**config.mk**
```make
export PLATFORM = sky130hd
export DESIGN_NAME = rbfi_div_cell
export DESIGN_NICKNAME = d
export VERILOG_FILES = /design/src/rtl/core/rbfi_pkg.sv /design/src/rtl/core/rbfi_div_cell.sv
export SDC_FILE = /design/constraint.sdc
export NUM_CORES = 1
export LEC_CHECK = 0
export ABC_AREA = 1
export ABC_CLOCK_PERIOD_IN_PS = 1100
export BUFFER_PORTS_ARGS = -buffer_cell sky130_fd_sc_hd__buf_2
export CAP_MARGIN = 0
export CORE_UTILIZATION = 57
export CTS_CLUSTER_SIZE = 12
export DETAILED_ROUTE_END_ITERATION = 10
export PLACE_DENSITY = 0.87
export SYNTH_ARGS = -nofsm -noshare
export SYNTH_HDL_FRONTEND = slang
export SYNTH_SLANG_ARGS = --single-unit
```
**constraint.sdc**
```tcl
create_clock -name clk -period 1.1 [get_ports clk]
set_input_delay 0 -clock clk [delete_from_list [all_inputs] [get_ports clk]]
set_output_delay 0 -clock clk [all_outputs]
set_load 0.01 [all_outputs]
```
**src/rtl/core/rbfi_pkg.sv**
```systemverilog
// Shared types, constants and face geometry for the ray/box face intersector.
package rbfi_pkg;

    localparam int FRAC_BITS_DEF = 16;  // default fraction bits of the fixed-point format
    localparam int EPS_LOG2      = 20;  // determinant epsilon is 2^-EPS_LOG2
    localparam int NUM_FACES     = 6;
    localparam int COORD_W       = 32;
    localparam int DIST_W        = 32;
    localparam int NUM_W         = 33;  // |vertex - origin| along the normal
    localparam int DEN_W         = 32;  // |direction| along the normal
    localparam int REM_W         = 64;  // divider remainder
    localparam int ADDR_W        = 5;
    localparam int FACE_LAT      = 4;   // stages inside one face test

    typedef enum logic [2:0] {
        REG_MIN_X = 3'd0,
        REG_MIN_Y = 3'd1,
        REG_MIN_Z = 3'd2,
        REG_MAX_X = 3'd3,
        REG_MAX_Y = 3'd4,
        REG_MAX_Z = 3'd5
    } reg_idx_t;

    // Per face: corner (0 lower, 1 upper), edge axes a and b, normal axis n.
    localparam int FACE_UPPER [NUM_FACES] = '{0, 0, 0, 1, 1, 1};
    localparam int FACE_A     [NUM_FACES] = '{0, 0, 1, 1, 0, 0};
    localparam int FACE_B     [NUM_FACES] = '{1, 2, 2, 2, 2, 1};
    localparam int FACE_N     [NUM_FACES] = '{2, 1, 0, 0, 1, 2};

    typedef struct packed {
        logic             hit;
        logic [NUM_W-1:0] num;
        logic [DEN_W-1:0] den;
    } cand_t;

    typedef struct packed {
        logic             any;
        logic [NUM_W-1:0] num;
        logic [DEN_W-1:0] den;
    } best_t;

    typedef struct packed {
        logic              any;
        logic              sat;
        logic [REM_W-1:0]  rem;
        logic [DEN_W-1:0]  den;
        logic [DIST_W-1:0] quo;
    } div_t;

endpackage

```
**src/rtl/core/rbfi_div_cell.sv**
```systemverilog
// Divider cell: one restoring quotient bit per stage.
module rbfi_div_cell #(
    parameter int BIT = 0
) (
    input  logic           clk,
    input  logic           rst_n,
    input  logic           en,
    input  logic           in_vld,
    input  rbfi_pkg::div_t din,
    output logic           out_vld,
    output rbfi_pkg::div_t dout
);

    logic                          vld_reg;
    rbfi_pkg::div_t                d_reg, d_next;
    logic [rbfi_pkg::REM_W-1:0]    sub;

    assign sub = rbfi_pkg::REM_W'(din.den) << BIT;

    always_comb
    begin
        d_next = din;
        if (din.rem >= sub)
        begin
            d_next.rem      = din.rem - sub;
            d_next.quo[BIT] = 1'b1;
        end
    end

    always_ff @(posedge clk or negedge rst_n)
    begin
        if (!rst_n)
        begin
            vld_reg <= 1'b0;
        end
        else if (en)
        begin
            vld_reg <= in_vld;
        end
    end

    always_ff @(posedge clk)
    begin
        if (en)
        begin
            d_reg <= d_next;
        end
    end

    assign out_vld = vld_reg;
    assign dout    = d_reg;

endmodule
```
==> results.py, run 1 <==
metrics = {
    "placement": {
        "port_buffers": 264,
        "dp_hpwl_um": 28100,
        "gp_congestion": 1.02,
    },
    "logic_synthesis": {
        "syn_nets": 1330,
        "synth_cell_types": 35,
        "synth_area_per_cell_um2": 7.54,
        "synth-edff-count": 130,
        "synth-seq-cells": 131,
        "synth.largest_area_cell": "edfxtp_1",
        "ys_dominant_reg_cell": "edfxtp_1",
        "synth.area.top_cells": "edfxtp_1, nand2_1, inv_1",
        "syn_area_um2": 8770,
        "synth_most_common_cell": "nand2_1",
        "yosysWarnings": 0,
        "yosysTopAreaCellShare": 0.445,
        "yosysSeqAreaShare": 0.448,
        "synth_common_cells": "nand2_1, inv_1, edfxtp_1, nor2_1, nand3_1",
        "synthCells": 1163,
        "async_reset_ff_frac": 0.00763,
    },
    "outcome": {
        "status": "stopped before the end",
        "stop_error": "[ERROR DPL-0038] Utilization greater than 100%, impossible to legalize",
        "lastStage": "clock tree synthesis",
    },
    "clocking": {
        "ctsResizeCount": 308,
        "cts_inserted_buffers": 17,
        "hold_buffers": 110,
        "h-tree-depth": 4,
        "cts.sinks": 131,
        "cts_root_buffer": "clkbuf_16",
        "post_cts_buffers": 25,
        "cts_buffer_depth": 2,
    },
    "floorplanning": {
        "start_util": 0.594,
        "fp.dieH_um": 126,
        "num_rows": 44,
        "die_w_um": 126,
        "ios": 265,
    },
}
[cell families after synthesis]
logic type	count (synthesis)	synth area share
AO/OA/AOI/OAI	90	0.0672
XOR/XNOR	25	0.0250
adder cells (fa/ha/maj)	33	0.0479
buffers and inverters	228	0.104
flip-flops	131	0.448
multiplexers	1	0.00128
AND/OR/NAND/NOR	655	0.306
[through the flow]
stage	setup slack, ns	hold WS [ns]	area [um^2]	cells
detailed placement	-1.12	-0.223	12300	1829
global placement	-1.03	-0.226	12300	1829
floorplan	-0.735	-0.296	9090	1163
==> inputs of run 2 (changes only) <==
--- a/config.mk
+++ b/config.mk
@@ -9,10 +9,9 @@
 export ABC_CLOCK_PERIOD_IN_PS = 1100
 export BUFFER_PORTS_ARGS = -buffer_cell sky130_fd_sc_hd__buf_2
 export CAP_MARGIN = 0
-export CORE_UTILIZATION = 57
-export CTS_CLUSTER_SIZE = 12
+export CORE_UTILIZATION = 40
 export DETAILED_ROUTE_END_ITERATION = 10
-export PLACE_DENSITY = 0.87
+export PLACE_DENSITY_LB_ADDON = 0.15
 export SYNTH_ARGS = -nofsm -noshare
 export SYNTH_HDL_FRONTEND = slang
 export SYNTH_SLANG_ARGS = --single-unit
==> run 2 against run 1 <==
The flow now finishes, with violations (hold timing, setup timing); synthesized cell count unchanged; area after synthesis stayed put.
==> results.py, run 2 <==
metrics = {
    "floorplanning": {
        "die_w_um": 150,
        "num_rows": 53,
        "fp.coreArea_um2": 21300,
        "die-area_um2": 22500,
        "ios": 265,
        "fp.dieH_um": 150,
        "start_util": 0.412,
    },
    "min_path": {
        "whs_endpoint": "dout[127]$_DFFE_PP_",
        "hold_depth": 5,
        "min_path_type": "in2reg",
        "hp-start": "din[127]",
    },
    "critical_path": {
        "critical_path.cell_chain": "buf_12, inv_12, ha_4, fa_2, inv_2, nand2_1, nand2_1, nand3_2, nand2_2, nand2_2, nand2_2, nand2_2, nand3_4, clkinv_8, buf_12, clkbuf_16, nand2_2, o21ai_2",
        "worst_r2r_path_depth": 1,
        "worst_ep_required_time_ns": 1.29,
        "critPathMaxFanout": 6,
        "reg2reg_slack_ns": 0.31,
        "cpMostUsedCell": "nand2_2",
        "worstSetupPathType": "in2reg",
        "worstPathArrival_ns": 1.85,
        "end_kind": "flip-flop",
        "r2r-start": "out_vld$_DFFE_PN0P_",
        "cpPeakStageDelay_ns": 0.35,
        "worstReg2RegEnd": "out_vld$_DFFE_PN0P_",
        "cp-start-kind": "input pin",
        "slowest_stage": "fa_2",
    },
    "logic_synthesis": {
        "synthSimpleGateAreaFrac": 0.306,
        "synth_area_per_cell_um2": 7.54,
        "synth-compound-area-share": 0.0672,
        "synth_common_cells": "nand2_1, inv_1, edfxtp_1, nor2_1, nand3_1",
        "async_reset_ff_frac": 0.00763,
        "synth_cell_types": 35,
        "synth.area.top_cells": "edfxtp_1, nand2_1, inv_1",
        "synthCells": 1163,
        "synth-seq-cells": 131,
        "syn_area_um2": 8770,
        "synth-edff-count": 130,
        "synth_most_common_cell": "nand2_1",
        "yosysSeqAreaShare": 0.448,
        "synth.area.mux_share": 0.00128,
        "yosysTopAreaCellShare": 0.445,
        "synth_top_family_by_area": "simple AND/OR/NAND/NOR gates",
        "ys_dominant_reg_cell": "edfxtp_1",
        "synth.largest_area_cell": "edfxtp_1",
        "synth-xor-area-share": 0.0250,
        "synth-adder-area-share": 0.0479,
        "yosysWarnings": 0,
        "syn_nets": 1330,
    },
    "grt": {
        "antenna_found_initial": 1,
        "grt_pass1_wl_um": 55100,
        "grt_pass1_vias": 10500,
        "grtUsageTotal": 0.331,
        "grt-ovfl-total": 0,
        "grt_max_degree": 32,
    },
    "timing": {
        "max_freq_mhz": 601,
        "fin_crit_ns": 1.66,
        "rsz0062_at_grt": "yes",
        "fin_skew_ns": 0,
        "setup_viol": 65,
        "fin_tns_setup_ns": -30.89,
        "maxSlewHeadroom": 0.582,
        "setup_slack_ns": -0.563,
        "post-route-period-util": 1.51,
        "timing.final.max_slew_violations": 0,
        "hold_ws_ns": -0.0383,
        "hold_viol": 1,
        "worst_slew_pin_slew_ns": 0.623,
    },
    "power": {
        "leakagePower_nw": 7.85,
        "powerDensity_nw_per_um2": 1080,
        "irDropWorstVdd_mv": 0.953,
    },
    "outcome": {
        "violations": "hold timing, setup timing",
        "status": "complete, but fails checks",
    },
    "clocking": {
        "clk_latency_ns": 0.42,
        "cts_inserted_buffers": 17,
        "h-tree-depth": 4,
        "cts.reportedPaths.clkPinSlew_ns": 0.07,
        "cts_buffer_depth": 2,
        "cts_root_buffer": "clkbuf_16",
        "cts.sinks": 131,
        "cts_tree": "yes",
    },
    "job": {
        "max-cap-violations": 0,
    },
    "placement": {
        "postPlaceCellArea_um2": 12700,
        "port_buffers": 264,
        "dp_hpwl_um": 26400,
        "gp_congestion": 0.963,
    },
    "drt": {
        "via_per_inst": 4.97,
        "route.detailed.wl_per_inst_um": 18.6,
        "vias": 10600,
        "drtIter0Drc": 711,
        "route.detailed.drc": 0,
        "ant_nets": 0,
        "wirelength_um": 39800,
        "dr.pass1.iters": 8,
    },
    "cells_and_area": {
        "largest_reg_flops": 130,
        "mostFrequentLayoutCells": "nand2_1, buf_4, buf_2, inv_1, edfxtp_1",
        "nFillCells": 1479,
        "final_layout_size_suffix_gt1_frac": 0.488,
        "final_common_cell": "nand2_1",
        "syn_to_final_growth_pct": 84.6,
        "nNetsFinal": 2018,
        "fin_area_um2": 16200,
    },
}
## run 2: cell counts after synthesis
Identical to the previous run, type by type.
## run 2: worst max path at each step
stage / startpoint / end / slack (ns) / cells after the start
after detailed placement: din[54] / dout[86]$_DFFE_PP_ / -1.15 / 15
after CTS: din[64] / dout[101]$_DFFE_PP_ / -0.52 / 18
final: din[64] / dout[81]$_DFFE_PP_ / -0.56 / 18
after global routing: din[64] / dout[81]$_DFFE_PP_ / -0.64 / 18
after floorplan: din[64] / dout[65]$_DFFE_PP_ / -0.73 / 17
after global placement: din[54] / dout[80]$_DFFE_PP_ / -1.11 / 15
## run 2: metrics by stage
step	utilization	cells	total power, mW	hold WS (ns)	worst slack, ns
6_report	0.760	2140	17.4	-0.0383	-0.563
5_1_grt	0.760	2140	18.0	0.000188	-0.644
4_1_cts	0.728	2124	16.9	-0.0490	-0.517
3_5_place_dp	0.596	1949	10.5	-0.224	-1.15
3_3_place_gp	0.596	1949	10.5	-0.224	-1.11
2_1_floorplan	-	1163	8.27	-0.296	-0.735
## run 2: kinds of logic (layout without fill, tap and decap cells)
family	count (synthesis)	in the layout
buffers and inverters	228	929
adder cells (fa/ha/maj)	33	33
multiplexers	1	1
XOR/XNOR	25	25
flip-flops	131	131
AND/OR/NAND/NOR	655	655
AO/OA/AOI/OAI	90	90
other	0	1
## run 2: layout make-up
cell class                      count  area [um^2]  share of cell area
Clock inverter                     15          136             0.00842
Inverter                          217          847              0.0523
Tap cell                          275          344              0.0213
Antenna cell                        1         2.50            0.000155
Sequential cell                   131         3930               0.243
Multi-Input combinational cell    804         5280               0.326
Clock buffer                       17          425              0.0263
Timing Repair Buffer              680         5230               0.323
## run 2: repair_timing
item | 4_1_cts | 5_1_grt
setup endpoints to repair | 65 | 65
resized for setup | 201 | 160
endpoints found under the hold margin | 121 | 1
pin swaps | 41 | 36
buffers inserted | 25 | 15
hold buffers | 113 | 1
cloned | 5 | 3
## run 2: worst max-delay path: cells and delay by family
family | cells | cell delay [ns]
and+or+nand+nor | 9 | 0.69
buffers and inverters | 6 | 0.60
adders and majority gates | 2 | 0.49
AOI/OAI and AO/OA | 1 | 0.06
## run 2: per-layer routing
layer	global-route usage	vias up	wire length (um)	part of all wire
met4	0.111	0	1370	0.035
met2	0.575	487	19200	0.48
met3	0.0534	101	2660	0.067
met5	0	-	0	0
met1	0.415	4980	16500	0.41
li1	-	5067	-	-
## run 2: where the power goes
| part | total (mW) | switching, mW | internal [mW] | leakage, nW |
|---|---|---|---|---|
| clock | 5.72 | 2.72 | 3.00 | 0.271 |
| combinational | 5.47 | 2.86 | 2.61 | 6.29 |
| sequential | 6.23 | 0.146 | 6.09 | 1.28 |
No activity file was read; power rests on OpenSTA's default activity.
==> inputs of run 3 (changes only) <==
--- a/config.mk
+++ b/config.mk
@@ -11,7 +11,6 @@
 export CAP_MARGIN = 0
 export CORE_UTILIZATION = 40
 export DETAILED_ROUTE_END_ITERATION = 10
-export PLACE_DENSITY_LB_ADDON = 0.15
 export SYNTH_ARGS = -nofsm -noshare
 export SYNTH_HDL_FRONTEND = slang
 export SYNTH_SLANG_ARGS = --single-unit
==> run 3 against run 2 <==
Count of clock-buffer cells in the layout unchanged; total power up 1.4%; largest power group unchanged; routed wire length down 7.6%; hold slack better by 0.038 ns; flip-flop and latch count unchanged; the run ends with setup timing left; via count down 3.7%; critical path depth unchanged.
==> results.py, run 3 (synthesis gave the netlist of run 2 again) <==
metrics = {
    "outcome": {
        "status": "complete, but fails checks",
        "violations": "setup timing",
    },
    "critical_path": {
        "startpoint": "din[64]",
        "worst_ep_required_time_ns": 1.28,
        "critical_path.cell_chain": "buf_12, inv_12, ha_4, fa_2, inv_2, nand2_1, nand2_1, nand3_2, nand2_2, nand2_2, nand2_4, nand2_4, nand3_4, inv_6, buf_12, buf_12, nand2_4, o21ai_2",
        "cp_top_family": "simple AND/OR/NAND/NOR gates",
        "cp-start-kind": "input pin",
        "r2r-start": "out_vld$_DFFE_PN0P_",
        "critical_path_buf_inv_count": 6,
        "worstPathArrival_ns": 1.74,
        "end_kind": "flip-flop",
        "critPathMaxFanout": 8,
        "cpPeakStageDelay_ns": 0.37,
        "slowest_stage": "fa_2",
        "worstSetupPathType": "in2reg",
    },
    "timing": {
        "rsz0062_at_grt": "yes",
        "fin_crit_ns": 1.56,
        "hold_ws_ns": 0.0000761,
        "setup_slack_ns": -0.461,
        "maxSlewHeadroom": 0.682,
        "worst_slew_pin_slew_ns": 0.478,
        "hold_viol": 0,
        "timing.final.max_slew_violations": 0,
        "setup_viol": 65,
        "post-route-period-util": 1.42,
        "fin_skew_ns": 0,
        "max_freq_mhz": 641,
    },
    "drt": {
        "dr.pass1.iters": 8,
        "ant_nets": 0,
        "via_per_inst": 4.83,
        "vias": 10200,
        "drtIter0Drc": 683,
        "route.detailed.wl_per_inst_um": 17.3,
        "route.detailed.drc": 0,
        "wirelength_um": 36700,
    },
    "clocking": {
        "clk_latency_ns": 0.43,
        "cts_tree": "yes",
        "cts.reportedPaths.clkPinSlew_ns": 0.06,
        "h-tree-depth": 4,
        "cts_inserted_buffers": 17,
        "cts.sinks": 131,
        "cts_root_buffer": "clkbuf_16",
        "cts_buffer_depth": 2,
    },
    "cells_and_area": {
        "final_layout_size_suffix_gt1_frac": 0.505,
        "num_antenna_cells": 0,
        "nNetsFinal": 1998,
        "nFillCells": 1535,
        "multi_input_area_um2": 5410,
        "largest_reg_flops": 130,
        "syn_to_final_growth_pct": 82.4,
        "mostFrequentLayoutCells": "nand2_1, buf_4, buf_2, inv_1, edfxtp_1",
        "final_cells": 2119,
        "ff_latch_area_um2": 3930,
        "final_common_cell": "nand2_1",
    },
    "floorplanning": {
        "num_rows": 53,
        "die_w_um": 150,
        "fp.dieH_um": 150,
        "fp.coreArea_um2": 21300,
        "start_util": 0.412,
        "die-area_um2": 22500,
        "ios": 265,
    },
    "power": {
        "power_frac_clock": 0.335,
        "p_sw_frac": 0.323,
        "p_switching_mw": 5.71,
        "combPwrFrac": 0.313,
        "intPower_mw": 12.0,
        "pwr-share-seq": 0.352,
        "leakagePower_nw": 7.65,
        "powerDensity_nw_per_um2": 1100,
        "irDropWorstVdd_mv": 0.912,
        "power.total_mw": 17.7,
    },
    "grt": {
        "antenna_found_initial": 0,
        "grt_pass1_wl_um": 52400,
        "grtUsageTotal": 0.311,
        "grt-ovfl-total": 0,
        "grt_pass1_vias": 10000,
        "grt_max_degree": 43,
    },
    "job": {
        "max-cap-violations": 0,
    },
    "placement": {
        "dp_slack_ns": -1.09,
        "port_buffers": 264,
        "dp_hpwl_um": 25800,
        "gp_congestion": 0.944,
        "place_inst": 1939,
    },
    "min_path": {
        "hp-start": "din[106]",
        "min_path_type": "in2reg",
    },
}
-- run 3: cell types whose count changed in the layout (fill, tap and decap cells not counted), sizes merged --
cell / previous run / this run
clkinvlp: 3 / 2
inv: 226 / 227
clkinv: 3 / 2
bufinv: 0 / 1
diode: 1 / 0
clkbuf: 19 / 17
buf: 564 / 543
dlygate4sd3: 114 / 117
-- run 3: cell type report --
cell class	count	share of cell area
Timing Repair Buffer	660	0.305
Clock buffer	17	0.0266
Tap cell	275	0.0215
Inverter	217	0.0525
Multi-Input combinational cell	804	0.338
Clock inverter	15	0.0102
Sequential cell	131	0.246
-- run 3: through the flow --
step	instance area (um^2)	util	TNS, ns
6_report	16000	0.751	-24.98
4_1_cts	15100	0.709	-23.22
3_3_place_gp	12600	0.592	-62.05
2_1_floorplan	9090	-	-42.47
3_5_place_dp	12600	0.592	-63.24
5_1_grt	16000	0.751	-30.00
-- run 3: power groups by stage --
stage	Sequential, mW	Combinational (mW)	Clock [mW]
2_1_floorplan	6.60	1.67	0
3_3_place_gp	6.31	4.14	0
3_5_place_dp	6.31	4.17	0
4_1_cts	6.22	4.86	5.92
5_1_grt	6.27	5.92	6.12
6_report	6.23	5.52	5.92
-- run 3: repair_timing --
action / CTS / global route
gates cloned: 1 / 0
pin swaps: 33 / 50
gates resized for setup: 173 / 198
setup endpoints to repair: 65 / 65
hold buffers: 114 / 3
hold endpoints to repair: 124 / 3
buffers inserted: 12 / 18
-- run 3: tightest hold or removal path: stages --
cell	delay, ns
buf_2	0.12
nand2_2	0.08
a21oi_4	0.05
-- run 3: per-layer routing --
layer / wire length (um) / share of wire / GRT usage / up-vias
met5: 0 / 0 / 0 / -
met3: 2450 / 0.067 / 0.0473 / 51
li1: - / - / - / 5024
met4: 657 / 0.018 / 0.101 / 0
met1: 15400 / 0.42 / 0.404 / 4768
met2: 18200 / 0.50 / 0.528 / 397
-- run 3: final timing paths --
| kind | end | slack (ns) | cells after the start |
|---|---|---|---|
| worst max-delay path | dout[91]$_DFFE_PP_ | -0.46 | 18 |
| worst min-delay path | dout[106]$_DFFE_PP_ | 0.00008 | 3 |
| worst max register to register | out_vld$_DFFE_PN0P_ | 0.36 | 1 |
| worst min register to register | out_vld$_DFFE_PN0P_ | 0.51 | 1 |
| max in group asynchronous | out_vld$_DFFE_PN0P_ | 0.60 | 3 |
| min in group asynchronous | out_vld$_DFFE_PN0P_ | 0.40 | 3 |
==> inputs of run 4 (changes only) <==
--- a/config.mk
+++ b/config.mk
@@ -5,12 +5,13 @@
 export SDC_FILE = /design/constraint.sdc
 export NUM_CORES = 1
 export LEC_CHECK = 0
-export ABC_AREA = 1
 export ABC_CLOCK_PERIOD_IN_PS = 1100
 export BUFFER_PORTS_ARGS = -buffer_cell sky130_fd_sc_hd__buf_2
 export CAP_MARGIN = 0
 export CORE_UTILIZATION = 40
 export DETAILED_ROUTE_END_ITERATION = 10
+export HOLD_SLACK_MARGIN = 0.02
+export PLACE_DENSITY = 0.67
 export SYNTH_ARGS = -nofsm -noshare
 export SYNTH_HDL_FRONTEND = slang
 export SYNTH_SLANG_ARGS = --single-unit
==> run 4 against run 3 <==
The run still ends with setup timing left; register-to-register slack about the same; critical path depth down 3; synthesized cell count down 45%; routed wire length down 27%; die area down 18%; non-clock buffer count down 26; combinational power down 19%; critical path type unchanged; critical endpoint is now dout[120]$_DFFE_PP_; largest cell class is now non-clock buffers; highest routed layer is now met5.
==> results.py, run 4 <==
metrics = {
    "critical_path": {
        "worst_ep_required_time_ns": 1.27,
        "end_kind": "flip-flop",
        "r2r-start": "out_vld$_DFFE_PN0P_",
        "critPathMaxFanout": 7,
        "cp-start-kind": "input pin",
        "startpoint": "din[64]",
        "worstPathArrival_ns": 2.43,
        "worstSetupPathType": "in2reg",
    },
    "grt": {
        "grt-ovfl-total": 0,
        "grt_max_degree": 37,
        "antenna_found_initial": 2,
        "grtUsageTotal": 0.285,
        "grt_pass1_vias": 7754,
        "grt_pass1_wl_um": 39700,
    },
    "cells_and_area": {
        "largest_reg_flops": 130,
        "final_cells": 1516,
        "mostFrequentLayoutCells": "buf_2, buf_4, edfxtp_1, dlygate4sd3_1, nand2_1",
        "syn_to_final_growth_pct": 87.3,
        "fin_area_um2": 13400,
        "nFillCells": 1129,
        "nNetsFinal": 1444,
        "final_common_cell": "buf_2",
        "final_layout_size_suffix_gt1_frac": 0.505,
    },
    "placement": {
        "gp_congestion": 0.834,
        "dp_hpwl_um": 17100,
        "port_buffers": 264,
        "place_inst": 1315,
        "postPlaceCellArea_um2": 10300,
    },
    "floorplanning": {
        "ios": 265,
        "die-area_um2": 18400,
        "start_util": 0.411,
        "num_rows": 48,
        "fp.coreArea_um2": 17400,
        "fp.dieH_um": 136,
        "die_w_um": 136,
    },
    "logic_synthesis": {
        "synth-seq-cells": 131,
        "synth_most_common_cell": "edfxtp_1",
        "synth_area_per_cell_um2": 11.1,
        "async_reset_ff_frac": 0.00763,
        "synth-edff-count": 130,
        "yosysSeqAreaShare": 0.550,
        "syn_nets": 810,
        "syn_area_um2": 7140,
        "synth_common_cells": "edfxtp_1, nand2_1, inv_1, xnor2_1, a21oi_1",
        "yosysWarnings": 0,
        "synth_cell_types": 64,
        "synth.area.top_cells": "edfxtp_1, xnor2_1, ha_1",
        "synthCells": 643,
        "synth.largest_area_cell": "edfxtp_1",
        "yosysTopAreaCellShare": 0.547,
        "ys_dominant_reg_cell": "edfxtp_1",
    },
    "timing": {
        "setup_viol": 65,
        "fin_skew_ns": 0,
        "hold_viol": 0,
        "fin_crit_ns": 2.26,
        "worst_slew_pin_slew_ns": 1.14,
        "maxSlewHeadroom": 0.236,
        "timing.final.max_slew_violations": 0,
        "setup_slack_ns": -1.16,
        "post-route-period-util": 2.05,
        "rsz0062_at_grt": "yes",
        "max_freq_mhz": 443,
    },
    "drt": {
        "dr_wl_met2_um": 13200,
        "maxUsedRoutingLayer": "met5",
        "via_per_inst": 5.13,
        "route.detailed.drc": 0,
        "drtIter0Drc": 471,
        "ant_nets": 0,
        "vias": 7777,
        "wirelength_um": 26700,
        "route.detailed.wl_per_inst_um": 17.6,
        "dr_wl_met3_um": 1830,
        "dr.pass1.iters": 5,
        "wl_met1_um": 11100,
    },
    "power": {
        "irDropWorstVdd_mv": 1.13,
        "leakagePower_nw": 5.77,
        "powerDensity_nw_per_um2": 1240,
    },
    "min_path": {
        "min_path_type": "in2reg",
        "hp-start": "din[123]",
    },
    "outcome": {
        "violations": "setup timing",
        "status": "complete, but fails checks",
    },
    "clocking": {
        "cts.reportedPaths.clkPinSlew_ns": 0.06,
        "cts_root_buffer": "clkbuf_16",
        "cts.sinks": 131,
        "clk_latency_ns": 0.43,
        "cts_buffer_depth": 2,
        "cts_tree": "yes",
        "cts_inserted_buffers": 17,
        "h-tree-depth": 4,
    },
    "job": {
        "max-cap-violations": 0,
    },
}
-- run 4: layer usage --
metal | up-vias | GRT usage
met5 | - | 0
met4 | 2 | 0.0943
met3 | 58 | 0.0614
met2 | 329 | 0.484
met1 | 3717 | 0.359
li1 | 3671 | -
-- run 4: timing repair --
| item | in CTS | in global routing |
|---|---|---|
| gates resized for setup | 92 | 68 |
| setup endpoints to repair | 65 | 65 |
| hold endpoints to repair | 137 | 0 |
| setup buffers | 27 | 14 |
| pin swaps | 53 | 51 |
| hold buffers | 128 | 0 |
| cloned | 7 | 0 |
-- run 4: power breakdown --
group / leakage (nW) / total [mW] / switching [mW] / internal (mW)
logic: 4.20 / 4.47 / 2.19 / 2.29
registers: 1.28 / 6.23 / 0.127 / 6.10
clock network: 0.290 / 5.83 / 2.41 / 3.42
-- run 4: worst max-delay path, cell delays in order --
cell and delay (ns):
buf_8 0.11, inv_8 0.04, ha_4 0.12, fa_2 0.21, nor2b_2 0.05, o211ai_1 0.28
a21oi_2 0.14, buf_4 0.15, buf_4 0.13, a211oi_2 0.26, o2bb2ai_2 0.14, a221oi_4 0.35
buf_12 0.17, nand3b_1 0.11, xnor2_1 0.15
-- run 4: through the flow --
stage	util	power, mW	setup TNS (ns)	hold slack [ns]	worst slack, ns
after global routing	0.771	17.2	-73.74	0.0365	-1.29
after detailed placement	0.596	9.87	-99.70	-0.225	-1.70
final	0.771	16.5	-66.38	0.0330	-1.16
after floorplan	-	7.89	-69.86	-0.296	-1.19
after CTS	0.753	16.3	-61.25	0.0219	-1.12
after global placement	0.596	9.82	-97.86	-0.225	-1.60
-- run 4: layout make-up --
type | instances | area [um^2] | share of cell area
flip-flops and latches | 131 | 3930 | 0.294
diodes | 1 | 2.50 | 0.000187
repair buffers | 634 | 4740 | 0.355
multi-input cells | 442 | 3620 | 0.271
inverters | 51 | 201 | 0.0151
well taps | 225 | 282 | 0.0210
clock buffers | 18 | 429 | 0.0321
clock inverters | 14 | 169 | 0.0126
-- run 4: path summary, 6_finish.rpt --
check	cells past startpoint	slack, ns	endpoint
min in group asynchronous	3	0.43	out_vld$_DFFE_PN0P_
setup reg to reg	1	0.36	out_vld$_DFFE_PN0P_
hold reg to reg	1	0.51	out_vld$_DFFE_PN0P_
hold / removal	3	0.03	dout[123]$_DFFE_PP_
setup / recovery	15	-1.16	dout[120]$_DFFE_PP_
max in group asynchronous	3	0.57	out_vld$_DFFE_PN0P_
-- run 4: cells by family (layout without fill, tap and decap cells) --
| logic type | after synthesis | count (layout) | share of synthesized area |
|---|---|---|---|
| compound gates | 156 | 156 | 0.136 |
| xor+xnor | 61 | 61 | 0.0748 |
| fa+ha+maj | 33 | 33 | 0.0589 |
| buf+inv | 70 | 717 | 0.0405 |
| flops | 131 | 131 | 0.550 |
| mux | 3 | 3 | 0.00473 |
| other cells | 0 | 1 | 0 |
| simple gates | 189 | 189 | 0.135 |
